<file path="config.mk">
export PLATFORM = sky130hd
export DESIGN_NAME = bptc_mul
export DESIGN_NICKNAME = d
export VERILOG_FILES = /design/src/hdl/bptc_pkg.sv /design/src/hdl/bptc_mul.sv
export SDC_FILE = /design/constraint.sdc
export NUM_CORES = 2
export LEC_CHECK = 0
export BUFFER_PORTS_ARGS = -buffer_cell sky130_fd_sc_hd__buf_2
export CORE_ASPECT_RATIO = 1.25
export CORE_MARGIN = 1.5
export CORE_UTILIZATION = 35
export CTS_CLUSTER_SIZE = 28
export DETAILED_ROUTE_END_ITERATION = 6
export HOLD_SLACK_MARGIN = 0.1
export PLACE_DENSITY = 0.48
export SLEW_MARGIN = 10
export SYNTH_ARGS = -nofsm -noshare
export SYNTH_HDL_FRONTEND = slang
export SYNTH_SLANG_ARGS = --single-unit
</file>
<file path="constraint.sdc">
create_clock -name clk -period 11.3 [get_ports clk]
set_input_delay 1.695 -clock clk [delete_from_list [all_inputs] [get_ports clk]]
set_output_delay 1.695 -clock clk [all_outputs]
set_load 0.02 [all_outputs]
</file>
<file path="src/hdl/bptc_pkg.sv">
// ----------------------------------------------------------------------------
// bptc_pkg
// Shared types, constants and Q24 helper functions for the barometric
// temperature / pressure compensation block.
// ----------------------------------------------------------------------------
`timescale 1ns / 1ps
`default_nettype none

package bptc_pkg;

  // input word: one raw sensor reading
  typedef struct packed {
    logic       kind;
    logic [7:0] raw_msb;
    logic [7:0] raw_lsb;
    logic [7:0] raw_xlsb;
  } in_word_t;

  // result word
  typedef struct packed {
    logic               result_kind;
    logic signed [31:0] value;
    logic               invalid;
  } out_word_t;

  // sequencer states
  typedef enum logic [4:0] {
    S_IDLE,
    S_TA, S_TB, S_TC, S_TFINE, S_TOUT,
    S_P0, S_P1, S_P2, S_P3, S_P4A, S_P4B, S_P5, S_P6, S_P7, S_P8,
    S_P9, S_P10, S_P11, S_P12, S_P13, S_P14, S_P15, S_P16, S_P17,
    S_P18, S_P19, S_P20, S_PFIN,
    S_DONE
  } seq_state_t;

  // register indexes
  localparam logic [1:0] REG_TEMP_COEFFS = 2'd0;
  localparam logic [1:0] REG_PRESS_LOW   = 2'd1;
  localparam logic [1:0] REG_PRESS_HIGH  = 2'd2;
  localparam logic [1:0] REG_PRESS_NINE  = 2'd3;

  // raw skip codes
  localparam logic [19:0] RAW_SKIP_LO = 20'h80000;
  localparam logic [19:0] RAW_SKIP_HI = 20'hFFFFF;

  // Q24 constants
  localparam logic signed [63:0] QMAX      = 64'sh7FFF_FFFF_FFFF_FFFF;
  localparam logic signed [64:0] QMAX_W    = 65'sh0_7FFF_FFFF_FFFF_FFFF;
  localparam logic signed [64:0] QMIN_W    = -65'sh0_7FFF_FFFF_FFFF_FFFF;
  localparam logic signed [63:0] QONE      = 64'sh0000_0000_0100_0000;
  localparam logic signed [63:0] Q_M64000  = -64'sd64000 * 64'sd16777216;
  localparam logic signed [63:0] Q_6250    = 64'sd6250 * 64'sd16777216;
  localparam logic [20:0]        RAW_FULL  = 21'h100000;

  // build a signed value from sign and magnitude, capped at QMAX
  function automatic logic signed [63:0] q_make(input logic neg, input logic [63:0] m);
    logic [63:0] c;
    c = m[63] ? QMAX : m;
    return neg ? -$signed(c) : $signed(c);
  endfunction

  // power-of-two divide, rounding toward zero
  function automatic logic signed [63:0] q_shr(input logic signed [63:0] a,
                                               input int unsigned k);
    logic [63:0] m;
    m = a[63] ? 64'(-a) : 64'(a);
    return q_make(a[63], m >> k);
  endfunction

  // saturating add to +-QMAX
  function automatic logic signed [63:0] q_add(input logic signed [63:0] a,
                                               input logic signed [63:0] b);
    logic signed [64:0] s;
    s = {a[63], a} + {b[63], b};
    if (s > QMAX_W) return QMAX;
    if (s < QMIN_W) return -QMAX;
    return s[63:0];
  endfunction

endpackage

`default_nettype wire

</file>
<file path="src/hdl/bptc_mul.sv">
// ----------------------------------------------------------------------------
// bptc_mul
// Shared 64x64 sign-magnitude multiplier built from four 32x32 partial
// products; gives the saturated Q24 product and the plain integer product.
// ----------------------------------------------------------------------------
`timescale 1ns / 1ps
`default_nettype none

module bptc_mul
  import bptc_pkg::*;
(
  input  wire logic               clk,
  input  wire logic               rst_n,
  input  wire logic               start,
  input  wire logic signed [63:0] a,
  input  wire logic signed [63:0] b,
  output logic                    done,
  output logic signed [63:0]      q_res,
  output logic signed [63:0]      int_res
);

  logic [63:0]  ma_r, mb_r;
  logic         neg_r;
  logic [2:0]   step_r;
  logic         busy_r;
  logic         done_r;
  logic [63:0]  pp_r;
  logic [1:0]   pp_idx_r;
  logic         pp_vld_r;
  logic [127:0] acc_r;

  logic [31:0]  a_h, b_h;
  logic [63:0]  pp_nxt;
  logic [1:0]   shf;
  logic [127:0] acc_add;
  logic [63:0]  qm;

  // partial product operand select
  assign a_h    = step_r[1] ? ma_r[63:32] : ma_r[31:0];
  assign b_h    = step_r[0] ? mb_r[63:32] : mb_r[31:0];
  assign pp_nxt = a_h * b_h;
  assign shf    = {1'b0, pp_idx_r[1]} + {1'b0, pp_idx_r[0]};

  // aligned partial product
  always_comb begin
    case (shf)
      2'd0:    acc_add = {64'b0, pp_r};
      2'd1:    acc_add = {32'b0, pp_r, 32'b0};
      default: acc_add = {pp_r, 64'b0};
    endcase
  end

  // control
  always_ff @(posedge clk) begin
    if (!rst_n) begin
      busy_r   <= 1'b0;
      done_r   <= 1'b0;
      pp_vld_r <= 1'b0;
      step_r   <= '0;
    end else begin
      done_r <= busy_r && (step_r == 3'd4);
      if (start) begin
        busy_r   <= 1'b1;
        step_r   <= '0;
        pp_vld_r <= 1'b0;
      end else if (busy_r) begin
        pp_vld_r <= (step_r != 3'd4);
        if (step_r == 3'd4) busy_r <= 1'b0;
        step_r <= step_r + 3'd1;
      end
    end
  end

  // datapath
  always_ff @(posedge clk) begin
    if (start) begin
      ma_r  <= a[63] ? 64'(-a) : 64'(a);
      mb_r  <= b[63] ? 64'(-b) : 64'(b);
      neg_r <= a[63] ^ b[63];
      acc_r <= '0;
    end else if (busy_r) begin
      pp_r     <= pp_nxt;
      pp_idx_r <= step_r[1:0];
      if (pp_vld_r) acc_r <= acc_r + acc_add;
    end
  end

  // result forms
  assign qm      = (|acc_r[127:88]) ? '1 : acc_r[87:24];
  assign q_res   = q_make(neg_r, qm);
  assign int_res = neg_r ? -$signed(acc_r[63:0]) : $signed(acc_r[63:0]);
  assign done    = done_r;

endmodule

`default_nettype wire

</file>
# == After elaboration in Yosys (flattened, before gate mapping) ==
# Index checks and enable logic that the tools add are counted.
# word_totals
latch_bits,0
mem_bits_ro,0
word_cells,44
input_bits,131
ram_bits,0
n_memories,0
output_inout_bits,129
register_bits,329
# classes
reduce_logical,6
n_shift,0
magnitude_cmp,0
mul,1
add_sub_neg,7
eq_ne,3
bitwise_logic,3
n_mux,12
div_mod_pow,0
# op_table
cell,count
$pmux W128 S2,1
$mux W64,3
$neg A64 Y64,3
$mux W63,3
$add A128 B128 Y128,1
$mul A32 B32 Y64,1
$mux W32,2
$neg A63 Y64,1
$reduce_or A40 Y1,1
$reduce_and A2 Y1,2
$add A3 B1 Y3 const B,1
$eq A3 B3 Y1 const B,1
$mux W1,3
$ne A3 B3 Y1 const B,1
$add A1 B1 Y2,1
$eq A2 B1 Y1 const B,1
$logic_not A2 Y1,1
$not A1 Y1,2
$reduce_or A2 Y1,1
$logic_and A1 B1 Y1,1
$xor A1 B1 Y1,1

# == Depth between registers and ports, before layout ==
# logic_depth
depth_word,5
ltp_mapped,34
mapped_depth_nobuf,29

# == Worst setup path before layout ==
# OpenSTA, ideal clock, no wires.
# synth_timing
path_kind,register -> register
start,register step_r[1]
end,"register pp_r[56], data pin"
slack_ns,2.033
setup_ns,0.263
arrival_ns,9.004
period_less_slack_ns,9.267
n_path_buf,5
t_required_ns,11.037
stages_incl_launch_ff,33
path_cell_list,dfxtp_1 > clkbuf_1 > clkbuf_1 > buf_1 > mux2i_1 > clkbuf_1 > nor2_1 > fa_1 > fa_1 > fa_1 > inv_1 > fa_1 > inv_1 > fa_1 > fa_1 > fa_1 > inv_1 > fa_1 > inv_1 > ha_1 > clkbuf_1 > a21o_1 > a21o_1 > a21o_1 > a211oi_1 > o31a_1 > a211oi_1 > o41ai_1 > o21ai_0 > a21o_1 > a21o_1 > a311oi_1 > xnor2_1
# synth_between
elab_chain_cells,2
# synth_rtl
element,line,source
start: declaration,bptc_mul.sv:24,logic [2:0] step_r;
start signal: assignment,bptc_mul.sv:69,step_r <= step_r + 3'd1;
$mux W32,bptc_mul.sv:39,assign a_h = step_r[1] ? ma_r[63:32] : ma_r[31:0];
$mul A32 B32 Y64,bptc_mul.sv:41,assign pp_nxt = a_h * b_h;
via pp_nxt[56],bptc_mul.sv:33,logic [63:0] pp_nxt;
end signal: assignment,bptc_mul.sv:82,pp_r <= pp_nxt;
end: declaration,bptc_mul.sv:27,logic [63:0] pp_r;
# The timed path passes the listed nets, and every way through them passes these cells.
# A chain may end at the register's enable or synchronous reset.

# == Worst setup path in the final report ==
# layout_timing
start,register step_r[0]
end,"register pp_r[60], data pin"
# layout_between
elab_chain_cells,2
# layout_rtl
element,line,source
$mux W32,bptc_mul.sv:40,assign b_h = step_r[0] ? mb_r[63:32] : mb_r[31:0];
$mul A32 B32 Y64,bptc_mul.sv:41,
via pp_nxt[60],bptc_mul.sv:33,
# The timed path passes the listed nets, and every way through them passes these cells.

==> run summary <==
Post-synth EDFFs = 195
Max stage delay on crit path = 1.12 ns
initial core utilization = 35.4%
Mapped Nets = 8394
Worst Path Required = 11.66 ns
most used cells in the layout excluding fill and tap cells = inv_1, nand2_1, fa_1
placed inst area = 0.0625 mm²
DP HPWL = 198 mm
crit path buf inv count = 3
Clock Pin Slew Worst Setup and Hold Paths = 0.06 ns
Synth Flop Type = edfxtp_1
worst hold path type = reg2reg
Post-DRT Antenna Nets = 0
Tightest Pin Transition = 1.36 ns
clk root buf = clkbuf_16
outcome = finished, final reports clean
top cell type's share of synthesized area = 30.6%
RSZ-0062 raised after global routing = no
Slew headroom = 7.81%
post-route clock period utilization = 91.6%
crit path max fanout = 34
area of the mapped netlist = 0.0588 mm²
crit-path cells = buf_12 > mux2i_2 > nor2_1 > fa_1 > fa_1 > inv_1 > fa_1 > inv_1 > ha_1 > fa_1 > fa_1 > fa_1 > fa_1 > ha_1 > nand2_1 > a2111oi_0 > o2111ai_1 > a211oi_1 > o41ai_1 > o21ai_0 > nand2b_1 > o21ai_0 > o31ai_1 > xnor2_1
Max Freq = 96.6 MHz
hold path depth = 2
Tmin final = 10.36 ns
routed len/inst = 26.2 µm
CP Launch Type = flip-flop
largest net degree at the start of global routing = 83
1st-pass router iterations = 6
Die Height = 461 µm
synthesis-stage register bit count = 329
area of the die = 0.170 mm²
Mean Syn Cell Area = 8.43 µm²
layout cells sized above 1 = 8.52%
# Post-CTS Setup Buffers = 0
post-synthesis async set-or-reset flop share = 0%
crit-path most repeated cell = fa_1
Final Instance Count excl. Fillers = 9229
CTS Buf Count = 43
Final Wtd Congestion = 0.996
CTS sink cnt = 329
vias = 50600
Die X = 369 µm
Port Buffers = 259
flop2flop setup slack = 0.94 ns
Min-Delay Endpoint = acc_r[100]$_SDFFE_PP0P_
Worst Reg2Reg Path Length in Cells = 24
sequential area share after synthesis = 14.5%
CP Class = reg2reg
setup TNS = 0 ns
Max-cap violations = 0
clk_lat worst skew = 0.62 ns
Setup-failing EPs final = 0
CTS resizes = 0
reg2reg end = pp_r[60]$_DFFE_PP_
clock buffer depth = 3
Clock Skew = 0.0323 ns
total number of H-tree levels = 2
Core Area = 0.166 mm²
row count = 167
commonest non-fill, non-tap cell in the layout = inv_1
top area cells in the synthesized netlist = fa_1, edfxtp_1, ha_1, inv_1, nand2_1
first-pass GRT wire length = 350 mm
Syn Inst Count = 6968
Worst Path Arrival = 10.72 ns
final hold vios = 0
Detailed Route Iter0 Violations = 3674
Top delay family on crit path = adder cells
CTS tree = yes
top-level port count = 260
vias in the first global route = 52500
post-route cell area = 0.0639 mm²
initial antenna violation count = 2
Yosys cell types = 76
Hold-fix buffers, CTS = 0
grt total ovfl = 0
Layout area overhead = 8.75%
nets@finish = 8424
hold path start = acc_r[100]$_SDFFE_PP0P_
vias per cell = 5.48
Worst path slowest cell = mux2i_2
r2r startpoint = step_r[0]$_SDFFE_PP0P_
post-synth top area cell = fa_1
# DRC = 0
Yosys warning total = 0
Tot GR Track Use = 28.1%
Fillers = 17200
CP Capture Type = flip-flop
max-slew violations = 0
Inst Count DP = 9150
total wire length = 241 mm
cells in the mapped netlist (40+ instances only):
cell type	count
nor3_1	58
nand2b_1	40
or4_1	45
o21ai_0	327
dfxtp_1	134
inv_1	925
clkbuf_1	358
xor2_1	80
nand4_1	95
nor2_1	849
fa_1	897
a21oi_1	356
and2_1	75
edfxtp_1	195
nand3_1	41
o21bai_1	48
xnor2_1	302
o31ai_1	60
a21o_1	114
nand2_1	924
mux2_2	52
a22o_1	40
or3_1	63
mux2i_1	68
nor4_1	43
ha_1	398
how the worst max path moves through the flow:
stage	start	endpoint	slack [ns]	depth (start not counted)
6_report	step_r[0]$_SDFFE_PP0P_	pp_r[60]$_DFFE_PP_	0.94	24
5_1_grt	step_r[1]$_SDFFE_PP0P_	pp_r[60]$_DFFE_PP_	0.57	25
4_1_cts	step_r[1]$_SDFFE_PP0P_	pp_r[60]$_DFFE_PP_	0.89	25
3_5_place_dp	step_r[1]$_SDFFE_PP0P_	pp_r[60]$_DFFE_PP_	0.89	25
3_3_place_gp	step_r[1]$_SDFFE_PP0P_	pp_r[60]$_DFFE_PP_	1.08	26
2_1_floorplan	step_r[1]$_SDFFE_PP0P_	pp_r[56]$_DFFE_PP_	2.03	32
per-layer routing:
| metal | wire (µm) | part of all wire [%] | vias up | GRT usage, % |
|---|---|---|---|---|
| met1 | 90400 | 37 | 25400 | 32.0 |
| li1 | - | - | 22800 | - |
| met4 | 20100 | 8.3 | 2 | 19.4 |
| met2 | 118000 | 49 | 1831 | 49.0 |
| met3 | 12600 | 5.2 | 554 | 3.45 |
| met5 | 13 | 0.0054 | - | 0 |
tightest hold or removal path, delay by kind of cell (launching register included):
family | cells | cell delay [ns]
AO/OA/AOI/OAI | 1 | 0.06
flip-flops | 1 | 0.32
AND/OR/NAND/NOR | 1 | 0.05
logic make-up after synthesis:
| logic type | after synthesis | share of synthesized area [%] |
|---|---|---|
| xor gates and xnor gates | 382 | 5.69 |
| adders and majority gates | 1295 | 39.0 |
| muxes | 130 | 2.35 |
| buffers and inverters | 1310 | 8.38 |
| DFF | 329 | 14.5 |
| and+or+nand+nor | 2341 | 17.5 |
| AOI/OAI and AO/OA | 1181 | 12.5 |
area by class of cell:
class / count / area, µm² / area share [%]
antenna: 2 / 5.00 / 0.00783
clock buffer: 53 / 1160 / 1.82
clock inverter: 24 / 188 / 0.294
inverter: 926 / 3480 / 5.44
multi-input combinational: 5329 / 45600 / 71.4
sequential: 329 / 8550 / 13.4
tap: 2197 / 2750 / 4.30
timing repair buffer: 369 / 2140 / 3.35
flip-flops by register name, summed over array words and instances, names as in the netlist:
register  flops
done          1
busy_r        1
step_r        3
pp_r         64
ma_r         64
mb_r         64
pp_vld_r      1
acc_r       128
pp_idx_r      2
neg_r         1
through the flow:
stage | setup slack (ns) | util, % | hold slack, ns
floorplan | 2.03 | - | 0.432
global placement | 1.08 | 37.6 | 0.469
detailed placement | 0.886 | 37.6 | 0.475
CTS | 0.886 | 38.5 | 0.484
global route | 0.565 | 38.5 | 0.514
finish | 0.944 | 38.5 | 0.485
Power is not shown: default switching activity piles up to over one toggle a cycle in this logic, so the estimate is an artifact.
