File: src/hdl/bptc_pkg.sv
// ----------------------------------------------------------------------------
// bptc_pkg
// Shared types, constants and Q24 helper functions for the barometric
// temperature / pressure compensation block.
// ----------------------------------------------------------------------------
`timescale 1ns / 1ps
`default_nettype none

package bptc_pkg;

  // input word: one raw sensor reading
  typedef struct packed {
    logic       kind;
    logic [7:0] raw_msb;
    logic [7:0] raw_lsb;
    logic [7:0] raw_xlsb;
  } in_word_t;

  // result word
  typedef struct packed {
    logic               result_kind;
    logic signed [31:0] value;
    logic               invalid;
  } out_word_t;

  // sequencer states
  typedef enum logic [4:0] {
    S_IDLE,
    S_TA, S_TB, S_TC, S_TFINE, S_TOUT,
    S_P0, S_P1, S_P2, S_P3, S_P4A, S_P4B, S_P5, S_P6, S_P7, S_P8,
    S_P9, S_P10, S_P11, S_P12, S_P13, S_P14, S_P15, S_P16, S_P17,
    S_P18, S_P19, S_P20, S_PFIN,
    S_DONE
  } seq_state_t;

  // register indexes
  localparam logic [1:0] REG_TEMP_COEFFS = 2'd0;
  localparam logic [1:0] REG_PRESS_LOW   = 2'd1;
  localparam logic [1:0] REG_PRESS_HIGH  = 2'd2;
  localparam logic [1:0] REG_PRESS_NINE  = 2'd3;

  // raw skip codes
  localparam logic [19:0] RAW_SKIP_LO = 20'h80000;
  localparam logic [19:0] RAW_SKIP_HI = 20'hFFFFF;

  // Q24 constants
  localparam logic signed [63:0] QMAX      = 64'sh7FFF_FFFF_FFFF_FFFF;
  localparam logic signed [64:0] QMAX_W    = 65'sh0_7FFF_FFFF_FFFF_FFFF;
  localparam logic signed [64:0] QMIN_W    = -65'sh0_7FFF_FFFF_FFFF_FFFF;
  localparam logic signed [63:0] QONE      = 64'sh0000_0000_0100_0000;
  localparam logic signed [63:0] Q_M64000  = -64'sd64000 * 64'sd16777216;
  localparam logic signed [63:0] Q_6250    = 64'sd6250 * 64'sd16777216;
  localparam logic [20:0]        RAW_FULL  = 21'h100000;

  // build a signed value from sign and magnitude, capped at QMAX
  function automatic logic signed [63:0] q_make(input logic neg, input logic [63:0] m);
    logic [63:0] c;
    c = m[63] ? QMAX : m;
    return neg ? -$signed(c) : $signed(c);
  endfunction

  // power-of-two divide, rounding toward zero
  function automatic logic signed [63:0] q_shr(input logic signed [63:0] a,
                                               input int unsigned k);
    logic [63:0] m;
    m = a[63] ? 64'(-a) : 64'(a);
    return q_make(a[63], m >> k);
  endfunction

  // saturating add to +-QMAX
  function automatic logic signed [63:0] q_add(input logic signed [63:0] a,
                                               input logic signed [63:0] b);
    logic signed [64:0] s;
    s = {a[63], a} + {b[63], b};
    if (s > QMAX_W) return QMAX;
    if (s < QMIN_W) return -QMAX;
    return s[63:0];
  endfunction

endpackage

`default_nettype wire

File: src/hdl/bptc_div.sv
// ----------------------------------------------------------------------------
// bptc_div
// Restoring Q24 divider, one quotient bit a cycle, quotient rounds toward
// zero and saturates at +-QMAX.
// ----------------------------------------------------------------------------
`timescale 1ns / 1ps
`default_nettype none

module bptc_div
  import bptc_pkg::*;
(
  input  wire logic               clk,
  input  wire logic               rst_n,
  input  wire logic               start,
  input  wire logic signed [63:0] num,
  input  wire logic signed [63:0] den,
  output logic                    done,
  output logic signed [63:0]      quo
);

  localparam int unsigned DVD_W = 88;
  localparam int unsigned HI_BITS = DVD_W - 64;

  logic             busy_r, done_r, neg_r, ovf_r;
  logic [6:0]       cnt_r;
  logic [DVD_W-1:0] dvd_r;
  logic [63:0]      ud_r, rem_r, quo_r;

  logic [63:0]      rs;
  logic             ge;

  assign rs = {rem_r[62:0], dvd_r[DVD_W-1]};
  assign ge = (rs >= ud_r);

  // control
  always_ff @(posedge clk) begin
    if (!rst_n) begin
      busy_r <= 1'b0;
      done_r <= 1'b0;
      cnt_r  <= '0;
    end else begin
      done_r <= busy_r && (cnt_r == 7'(DVD_W - 1));
      if (start) begin
        busy_r <= 1'b1;
        cnt_r  <= '0;
      end else if (busy_r) begin
        if (cnt_r == 7'(DVD_W - 1)) busy_r <= 1'b0;
        cnt_r <= cnt_r + 7'd1;
      end
    end
  end

  // shift-subtract step
  always_ff @(posedge clk) begin
    if (start) begin
      dvd_r <= {(num[63] ? 64'(-num) : 64'(num)), 24'b0};
      ud_r  <= den[63] ? 64'(-den) : 64'(den);
      neg_r <= num[63] ^ den[63];
      rem_r <= '0;
      quo_r <= '0;
      ovf_r <= 1'b0;
    end else if (busy_r) begin
      dvd_r <= {dvd_r[DVD_W-2:0], 1'b0};
      rem_r <= ge ? rs - ud_r : rs;
      quo_r <= {quo_r[62:0], ge};
      if (ge && (cnt_r < 7'(HI_BITS))) ovf_r <= 1'b1;
    end
  end

  assign quo  = q_make(neg_r, ovf_r ? '1 : quo_r);
  assign done = done_r;

endmodule

`default_nettype wire

File: config.mk
export PLATFORM = sky130hd
export DESIGN_NAME = bptc_div
export DESIGN_NICKNAME = d
export VERILOG_FILES = /design/src/hdl/bptc_pkg.sv /design/src/hdl/bptc_div.sv
export SDC_FILE = /design/constraint.sdc
export NUM_CORES = 1
export LEC_CHECK = 0
export ABC_CLOCK_PERIOD_IN_PS = 4230
export BUFFER_PORTS_ARGS = -buffer_cell sky130_fd_sc_hd__clkbuf_2
export CAP_MARGIN = 20
export CORE_MARGIN = 4
export CORE_UTILIZATION = 35
export DETAILED_ROUTE_END_ITERATION = 10
export PLACE_DENSITY = 0.65
export SETUP_SLACK_MARGIN = 0.4
export SYNTH_ARGS = -nofsm -noshare
export SYNTH_HDL_FRONTEND = slang
export SYNTH_SLANG_ARGS = --single-unit
File: constraint.sdc
create_clock -name clk -period 4.23 [get_ports clk]
set_input_delay 0 -clock clk [delete_from_list [all_inputs] [get_ports clk]]
set_output_delay 0 -clock clk [all_outputs]
set_load 0.05 [all_outputs]
# [Yosys cells after proc, flatten, opt, wreduce, memory -nomap -nowiden]
# Cells that the tools add are included.
[totals] out_inout_bits=65 ff_bits=266 inputBits=131
[classes] reduce_logical=5 n_eq_ne=1 magnitude_cmp=2 n_mux=11 bitwise=2 addsub=5
[ops] cell="64-bit 2-to-1 mux" n=3
[ops] cell="63-bit 2-to-1 mux" n=3
[ops] cell="88-bit 2-to-1 mux" n=2
[ops] cell="64-bit negation" n=2
[ops] cell="64-bit >= comparator" n=1
[ops] cell="63-bit negation with 64-bit output" n=1
[ops] cell="63-bit subtractor" n=1
[ops] cell="7-bit by 1-bit adder with 7-bit output, second input constant" n=1
[ops] cell="7-bit equality test, second input constant" n=1
[ops] cell="7-bit by 5-bit less-than comparator with 1-bit output, second input constant" n=1
[ops] cell="1-bit 2-to-1 mux" n=3
[ops] cell="1-bit logical AND" n=2
[ops] cell="2-bit AND reduction" n=1
[ops] cell="2-bit nonzero test" n=1
[ops] cell="2-bit OR reduction" n=1
[ops] cell="1-bit inverter" n=1
[ops] cell="1-bit XOR" n=1

# [Depth between registers and ports, before layout]
# Gate-level depths: netlist (run 1).
[depth] ltp_word=4 ltp_mapped=17

# [Worst setup path after synthesis (run 1)]
# No wires, ideal clock.
[synth_timing] path_type="register -> output" from="register quo_r[63]" to="output quo[62]" path_stages_with_launch=16 t_required_ps=4230 t_arrival_ps=4753 path_buffers=4 setup_slack_ps=-523 path_cell_list="dfxtp_1 or2_2 clkbuf_1 clkbuf_1 clkbuf_1 buf_1 nor2_1 ha_1 or3b_2 nor4_2 nand3_1 nor3b_2 nand2_1 or4_1 o31ai_1 xor2_1"
[synth_via] elab_chain_len=4
[synth_lines] element="start: declaration" line_no="bptc_div.sv:27" text="logic [63:0] ud_r, rem_r, quo_r;"
[synth_lines] element="start signal: assignment" line_no="bptc_div.sv:65" text="quo_r <= {quo_r[62:0], ge};"
[synth_lines] element="64-bit 2-to-1 mux *" line_no="bptc_div.sv:70" text="assign quo = q_make(neg_r, ovf_r ? '1 : quo_r);"
[synth_lines] element="63-bit 2-to-1 mux *" line_no="bptc_pkg.sv:58" text="c = m[63] ? QMAX : m;"
[synth_lines] element="63-bit negation with 64-bit output" line_no="bptc_pkg.sv:59" text="return neg ? -$signed(c) : $signed(c);"
[synth_lines] element="64-bit 2-to-1 mux *" line_no="bptc_pkg.sv:59"
[synth_lines] element="end: declaration" line_no="bptc_div.sv:18" text="output logic signed [63:0] quo"
# Mark *: on every way between the ends. The rest lies on a longest branch, timed or not.

# [Worst setup path in the final report (run 1)]
[layout_timing] from="register quo_r[0]" to="output quo[52]"
[layout_via] elab_chain_len=4
[layout_lines] element="64-bit 2-to-1 mux" line_no="bptc_div.sv:70"
[layout_lines] element="63-bit 2-to-1 mux" line_no="bptc_pkg.sv:58"
[layout_lines] element="63-bit negation with 64-bit output" line_no="bptc_pkg.sv:59"
[layout_lines] element="64-bit 2-to-1 mux" line_no="bptc_pkg.sv:59"
# No other way between the ends.

==> results of run 1 <==
## final cells by class
type,count,area (um2),area share
sequential,266,6630,0.285
inverter,98,370,0.0159
clock inverter,15,141,0.00609
antenna,5,12.5,0.000539
multi-input combinational,1704,11200,0.481
timing repair buffer,402,3060,0.132
clock buffer,49,1000,0.0430
tap,680,851,0.0366
## critical path: stages (launching register included)
cell	delay, ns
dfxtp_2	0.33
or3_4	0.40
inv_4	0.07
ha_4	0.12
or3b_4	0.40
nor4_4	0.20
nand3_2	0.14
nor3b_4	0.25
nand2_2	0.14
nor3_4	0.24
nand2_2	0.14
nor4b_4	0.34
buf_4	0.18
o311ai_4	0.08
buf_8	0.22
## registers in the layout (all words and copies together) (netlist names)
register and flops:
busy_r 1, neg_r 1, dvd_r 64, rem_r 63, quo_r 64, cnt_r 7
done 1, ovf_r 1, ud_r 64
## per-stage QoR
| step | std cells | instance area (um2) | utilization | power (mW) |
|---|---|---|---|---|
| floorplan | 2194 | 18500 | - | 4.79 |
| global placement | 2975 | 20100 | 0.391 | 5.39 |
| detailed placement | 2975 | 20100 | 0.391 | 5.42 |
| CTS | 3206 | 23000 | 0.447 | 8.60 |
| global route | 3216 | 23200 | 0.451 | 9.01 |
| finish | 3219 | 23200 | 0.451 | 8.57 |
## cells in the final DEF (no fill, tap or decap), types with 95 or more instances in the layout
master           n
dfxtp_1        133
xor2_1         107
o21ai_0        110
a21oi_1        200
dlygate4sd3_1  159
clkbuf_2       181
inv_1           95
nor2_1         330
nand2_1        157
edfxtp_1       129
## metal layers
metal / global-route usage / routed length, um / vias to the layer above
li1: - / - / 8596
met1: 0.249 / 24400 / 8317
met2: 0.314 / 26200 / 639
met3: 0.0295 / 3290 / 136
met4: 0.0655 / 1780 / 0
met5: 0 / 0 / -
## cells by family after synthesis
group | after synthesis | share of synthesized area
simple gates | 751 | 0.192
xor+xnor | 204 | 0.0978
buf+inv | 224 | 0.0477
compound gates | 594 | 0.205
fa+ha+maj | 69 | 0.0477
mux | 86 | 0.0475
flops | 266 | 0.362
## worst max-delay path by stage
stage	from	cells past startpoint	to	slack, ns
after global routing	quo_r[27]	11	quo[52]	0.28
final	quo_r[0]	14	quo[52]	0.47
after CTS	ovf_r	12	quo[62]	0.29
after global placement	dvd_r[87]	16	rem_r[51]	0.50
after detailed placement	dvd_r[87]	16	rem_r[20]	0.35
after floorplan	quo_r[63]	15	quo[62]	0.25
## timing repair
action / 4_1_cts / 5_1_grt
gates resized for setup: 24 / 42
hold buffers: 159 / 0
setup endpoints to repair: 29 / 89
setup buffers: 8 / 7
pin swaps: 12 / 13
endpoints found under the hold margin: 172 / 0
## power breakdown
part           switching, mW  total (mW)  internal (mW)
Combinational           1.66        2.62          0.956
Sequential            0.0843        3.00           2.92
Clock                   1.16        2.94           1.78
Total                   2.91        8.57           5.66
==> flow_metrics.py, run 1 <==
metrics = {
    "floorplan": {
        "dieArea_mm2": 0.0559,
        "fp-row-count": 83,
        "die_width_um": 236,
        "die-height_um": 236,
        "core_area_mm2": 0.0515,
        "io_pins": 196,
        "start_util": 0.355,
    },
    "sta": {
        "setup_viol": 0,
        "tns_ns": 0,
        "holdWs_ns": 0.0313,
        "fin_crit_ns": 3.76,
        "timing.final.crit_share": 0.890,
        "setup_slack_ns": 0.467,
        "slew_viol_final": 0,
        "timing.fmax_mhz": 266,
        "worst_slew_pin_slew_ns": 1.09,
        "skew_ns": 0.0206,
        "grt_setup_unrepaired": "true",
        "hold_viol": 0,
        "slew_headroom": 0.275,
    },
    "layout": {
        "area_delta_synth_final_pct": 27.1,
        "nFillCells": 4977,
        "fin_nets": 2707,
        "layout-drive-gt1-share": 0.150,
    },
    "detailed_routing": {
        "drtIter0Drc": 1534,
        "remaining_drc_errors": 0,
        "wl_um": 55600,
        "wl_per_cell_um": 17.3,
        "dr.pass1.iters": 5,
        "vias_per_cell": 5.49,
        "antenna_left": 0,
        "route.vias.total": 17700,
    },
    "clock_tree": {
        "cts_sinks": 266,
        "root_buffer": "clkbuf_16",
        "numCtsBuffers": 35,
        "cts.clk_slew.worst_paths_ns": 0.06,
        "clockBufferDepth": 3,
        "cts_tree": "done",
        "insertion_delay_ns": 0.54,
        "cts.htree.levels": 2,
    },
    "synth": {
        "synth.area.top_cells": "edfxtp_1 (21%), dfxtp_1 (15%), nor2_1 (6.8%)",
        "ys.flop_type": "dfxtp_1",
        "yosysMostFrequentCell": "nor2_1",
        "synthesis.area_mm2": 0.0183,
        "synth_common_cells": "nor2_1 (332), a21oi_1 (200), nand2_1 (160), dfxtp_1 (137), edfxtp_1 (129)",
        "ys_ff_latch": 266,
        "syn_nets": 2394,
        "yosysWarnings": 0,
        "netlist.area_leader.share": 0.212,
        "syn_inst": 2194,
        "yosysSeqAreaShare": 0.362,
        "avgSynthCellArea_um2": 8.33,
        "synth_top_area_cell": "edfxtp_1",
        "synth-edff-count": 129,
        "ys_types": 78,
        "async_flop_share": 0,
    },
    "placement": {
        "hpwlAfterDp_um": 38000,
        "gp_congestion": 0.944,
        "place_ws_ns": 0.353,
        "io_buffers": 195,
    },
    "critical_path": {
        "reg2reg_setup_slack_ns": 0.64,
        "required_ns": 4.23,
        "critPathCaptureType": "output port",
        "cp.arrival_ns": 3.76,
        "cp-start-kind": "flip-flop",
        "r2r_end": "rem_r[57]",
        "ff2ff_path_depth": 13,
        "worstReg2RegStart": "ud_r[1]",
        "crit_fanout": 4,
        "crit_type": "flip-flop to output port",
    },
    "power_and_ir_drop": {
        "power.density_mw_per_mm2": 369,
        "peakVddDrop_uv": 205,
        "p_leak_nw": 9.35,
    },
    "grt": {
        "antenna_found_initial": 2,
        "grt_pass1_vias": 16700,
        "track_usage": 0.188,
        "grt_pass1_wl_um": 88000,
        "grt_max_degree": 187,
        "grt_overflow_total": 0,
    },
    "min_path": {
        "hold_end": "dvd_r[53]",
        "min_from": "num[29]",
        "holdPathStages": 3,
        "hp-class": "input port to flip-flop",
    },
    "job": {
        "drv_cap": 0,
    },
    "status": {
        "outcome": "completed",
    },
}
No activity file was read; power rests on OpenSTA's default activity.
==> inputs of run 2 (changes only) <==
Settings changed: CORE_UTILIZATION 35 to 45, PLACE_DENSITY 0.65 to 0.77.
==> run 2 against run 1 <==
- hold slack improved by 0.035 ns
- largest power group unchanged
- register-to-register slack got worse by 0.24 ns
- die area decreased by 22%
==> flow_metrics.py, run 2 (synthesized netlist as in run 1, its figures left out) <==
metrics = {
    "status": {
        "outcome": "completed",
    },
    "sta": {
        "tns_ns": 0,
        "slew_viol_final": 0,
        "skew_ns": 0.0295,
        "worst_slew_pin_slew_ns": 1.00,
        "fin_crit_ns": 3.83,
        "timing.fmax_mhz": 261,
        "slew_headroom": 0.333,
        "setup_viol": 0,
        "holdWs_ns": 0.0662,
        "grt_setup_unrepaired": "true",
        "hold_viol": 0,
        "timing.final.crit_share": 0.905,
    },
    "clock_tree": {
        "cts.clk_slew.worst_paths_ns": 0.06,
        "root_buffer": "clkbuf_16",
        "cts.htree.levels": 2,
        "numCtsBuffers": 34,
        "cts_tree": "done",
        "insertion_delay_ns": 0.54,
        "cts_sinks": 266,
        "clockBufferDepth": 3,
    },
    "critical_path": {
        "cpMostUsedCell": "o21ai_0",
        "crit_type": "flip-flop to flip-flop",
        "required_ns": 4.63,
        "cpPeakStageDelay_ns": 0.51,
        "crit_fanout": 7,
        "cp-start-kind": "flip-flop",
        "critPathCaptureType": "flip-flop",
        "cp_slowest_cell": "a2111oi_0",
        "crit_chain": "inv_1, ha_1, a21oi_1, o21ai_0, nor2b_1, a2111oi_0, buf_4, o21ai_0, buf_4, a31oi_1, o21bai_1, a31oi_1, xor2_1, o21ai_0",
        "cp.arrival_ns": 4.23,
    },
    "layout": {
        "fin_nets": 2696,
        "mostFrequentLayoutCell": "nor2_1",
        "post-route-util": 0.573,
        "area_delta_synth_final_pct": 25.1,
        "layout-drive-gt1-share": 0.149,
        "final_cell_mix": "nor2_1 (329), a21oi_1 (200), clkbuf_2 (180), nand2_1 (157), dlygate4sd3_1 (154)",
        "reg.largest.list": "dvd_r: 64 flops, quo_r: 64 flops, ud_r: 64 flops",
        "fin_cells": 3049,
    },
    "power_and_ir_drop": {
        "p_leak_nw": 9.29,
        "peakVddDrop_uv": 235,
        "power.density_mw_per_mm2": 374,
    },
    "detailed_routing": {
        "wl_per_cell_um": 18.5,
        "remaining_drc_errors": 0,
        "drtIter0Drc": 1999,
        "route.vias.total": 18100,
        "antenna_left": 0,
        "dr.pass1.iters": 6,
        "vias_per_cell": 5.95,
        "wl_um": 56300,
    },
    "placement": {
        "io_buffers": 195,
        "dp_cells": 2820,
        "hpwlAfterDp_um": 37600,
        "gp_congestion": 1.01,
    },
    "grt": {
        "antenna_found_initial": 1,
        "grt_pass1_vias": 17800,
        "grt_max_degree": 94,
        "track_usage": 0.246,
        "grt_pass1_wl_um": 90500,
        "grt_overflow_total": 0,
    },
    "floorplan": {
        "core_area_mm2": 0.0399,
        "dieArea_mm2": 0.0439,
        "die_width_um": 210,
        "fp-row-count": 73,
        "io_pins": 196,
        "start_util": 0.458,
        "die-height_um": 210,
    },
    "job": {
        "drv_cap": 0,
    },
    "min_path": {
        "hp-class": "input port to flip-flop",
    },
}
run 2: metal layers:
layer / global-route usage / share of wire
met4: 0.0950 / 0.041
met2: 0.415 / 0.48
met3: 0.0450 / 0.071
met1: 0.314 / 0.41
met5: 0 / 0
run 2: what timing repair did:
action | 4_1_cts | 5_1_grt
hold buffers | 154 | 0
hold endpoints to repair | 157 | 0
setup endpoints to repair | 35 | 76
setup buffers | 7 | 3
resized for setup | 22 | 38
pin swaps | 9 | 9
run 2: through the flow:
step                cell area (um2)  setup slack, ns  power [mW]
floorplan                     18500            0.252        4.79
global placement              19900            0.491        5.37
CTS                           22700            0.305        8.53
detailed placement            19900            0.267        5.41
global route                  22800            0.185        8.94
finish                        22900            0.403        8.54
run 2: layout make-up:
type | instances | area [um2]
clock inverter | 21 | 196
inverter | 98 | 368
antenna | 3 | 7.51
timing repair buffer | 392 | 2940
clock buffer | 40 | 926
tap | 525 | 657
fill | 3434 | 17100
multi-input combinational | 1704 | 11100
sequential | 266 | 6630
run 2: critical path, delay by kind of cell, from the launching register on:
kind / cells / cell delay, ns
AO/OA/AOI/OAI: 8 / 2.00
XOR/XNOR: 1 / 0.35
buffers and inverters: 3 / 0.45
adder cells (fa/ha/maj): 1 / 0.38
flip-flops: 1 / 0.33
AND/OR/NAND/NOR: 1 / 0.17
run 2: worst paths after layout:
path,startpoint,to,slack [ns],cells past startpoint
hold / removal,den[14],ud_r[15],0.07,4
setup / recovery,ud_r[16],rem_r[41],0.40,14
setup reg to reg,ud_r[16],rem_r[41],0.40,14
hold reg to reg,rem_r[12],rem_r[12],0.51,2
run 2: where the power goes:
part | internal, mW | leakage (nW) | switching (mW) | total (mW)
clock network | 1.76 | 0.556 | 1.16 | 2.92
logic | 0.938 | 6.35 | 1.65 | 2.59
registers | 2.92 | 2.38 | 0.104 | 3.02
total | 5.62 | 9.29 | 2.92 | 8.54
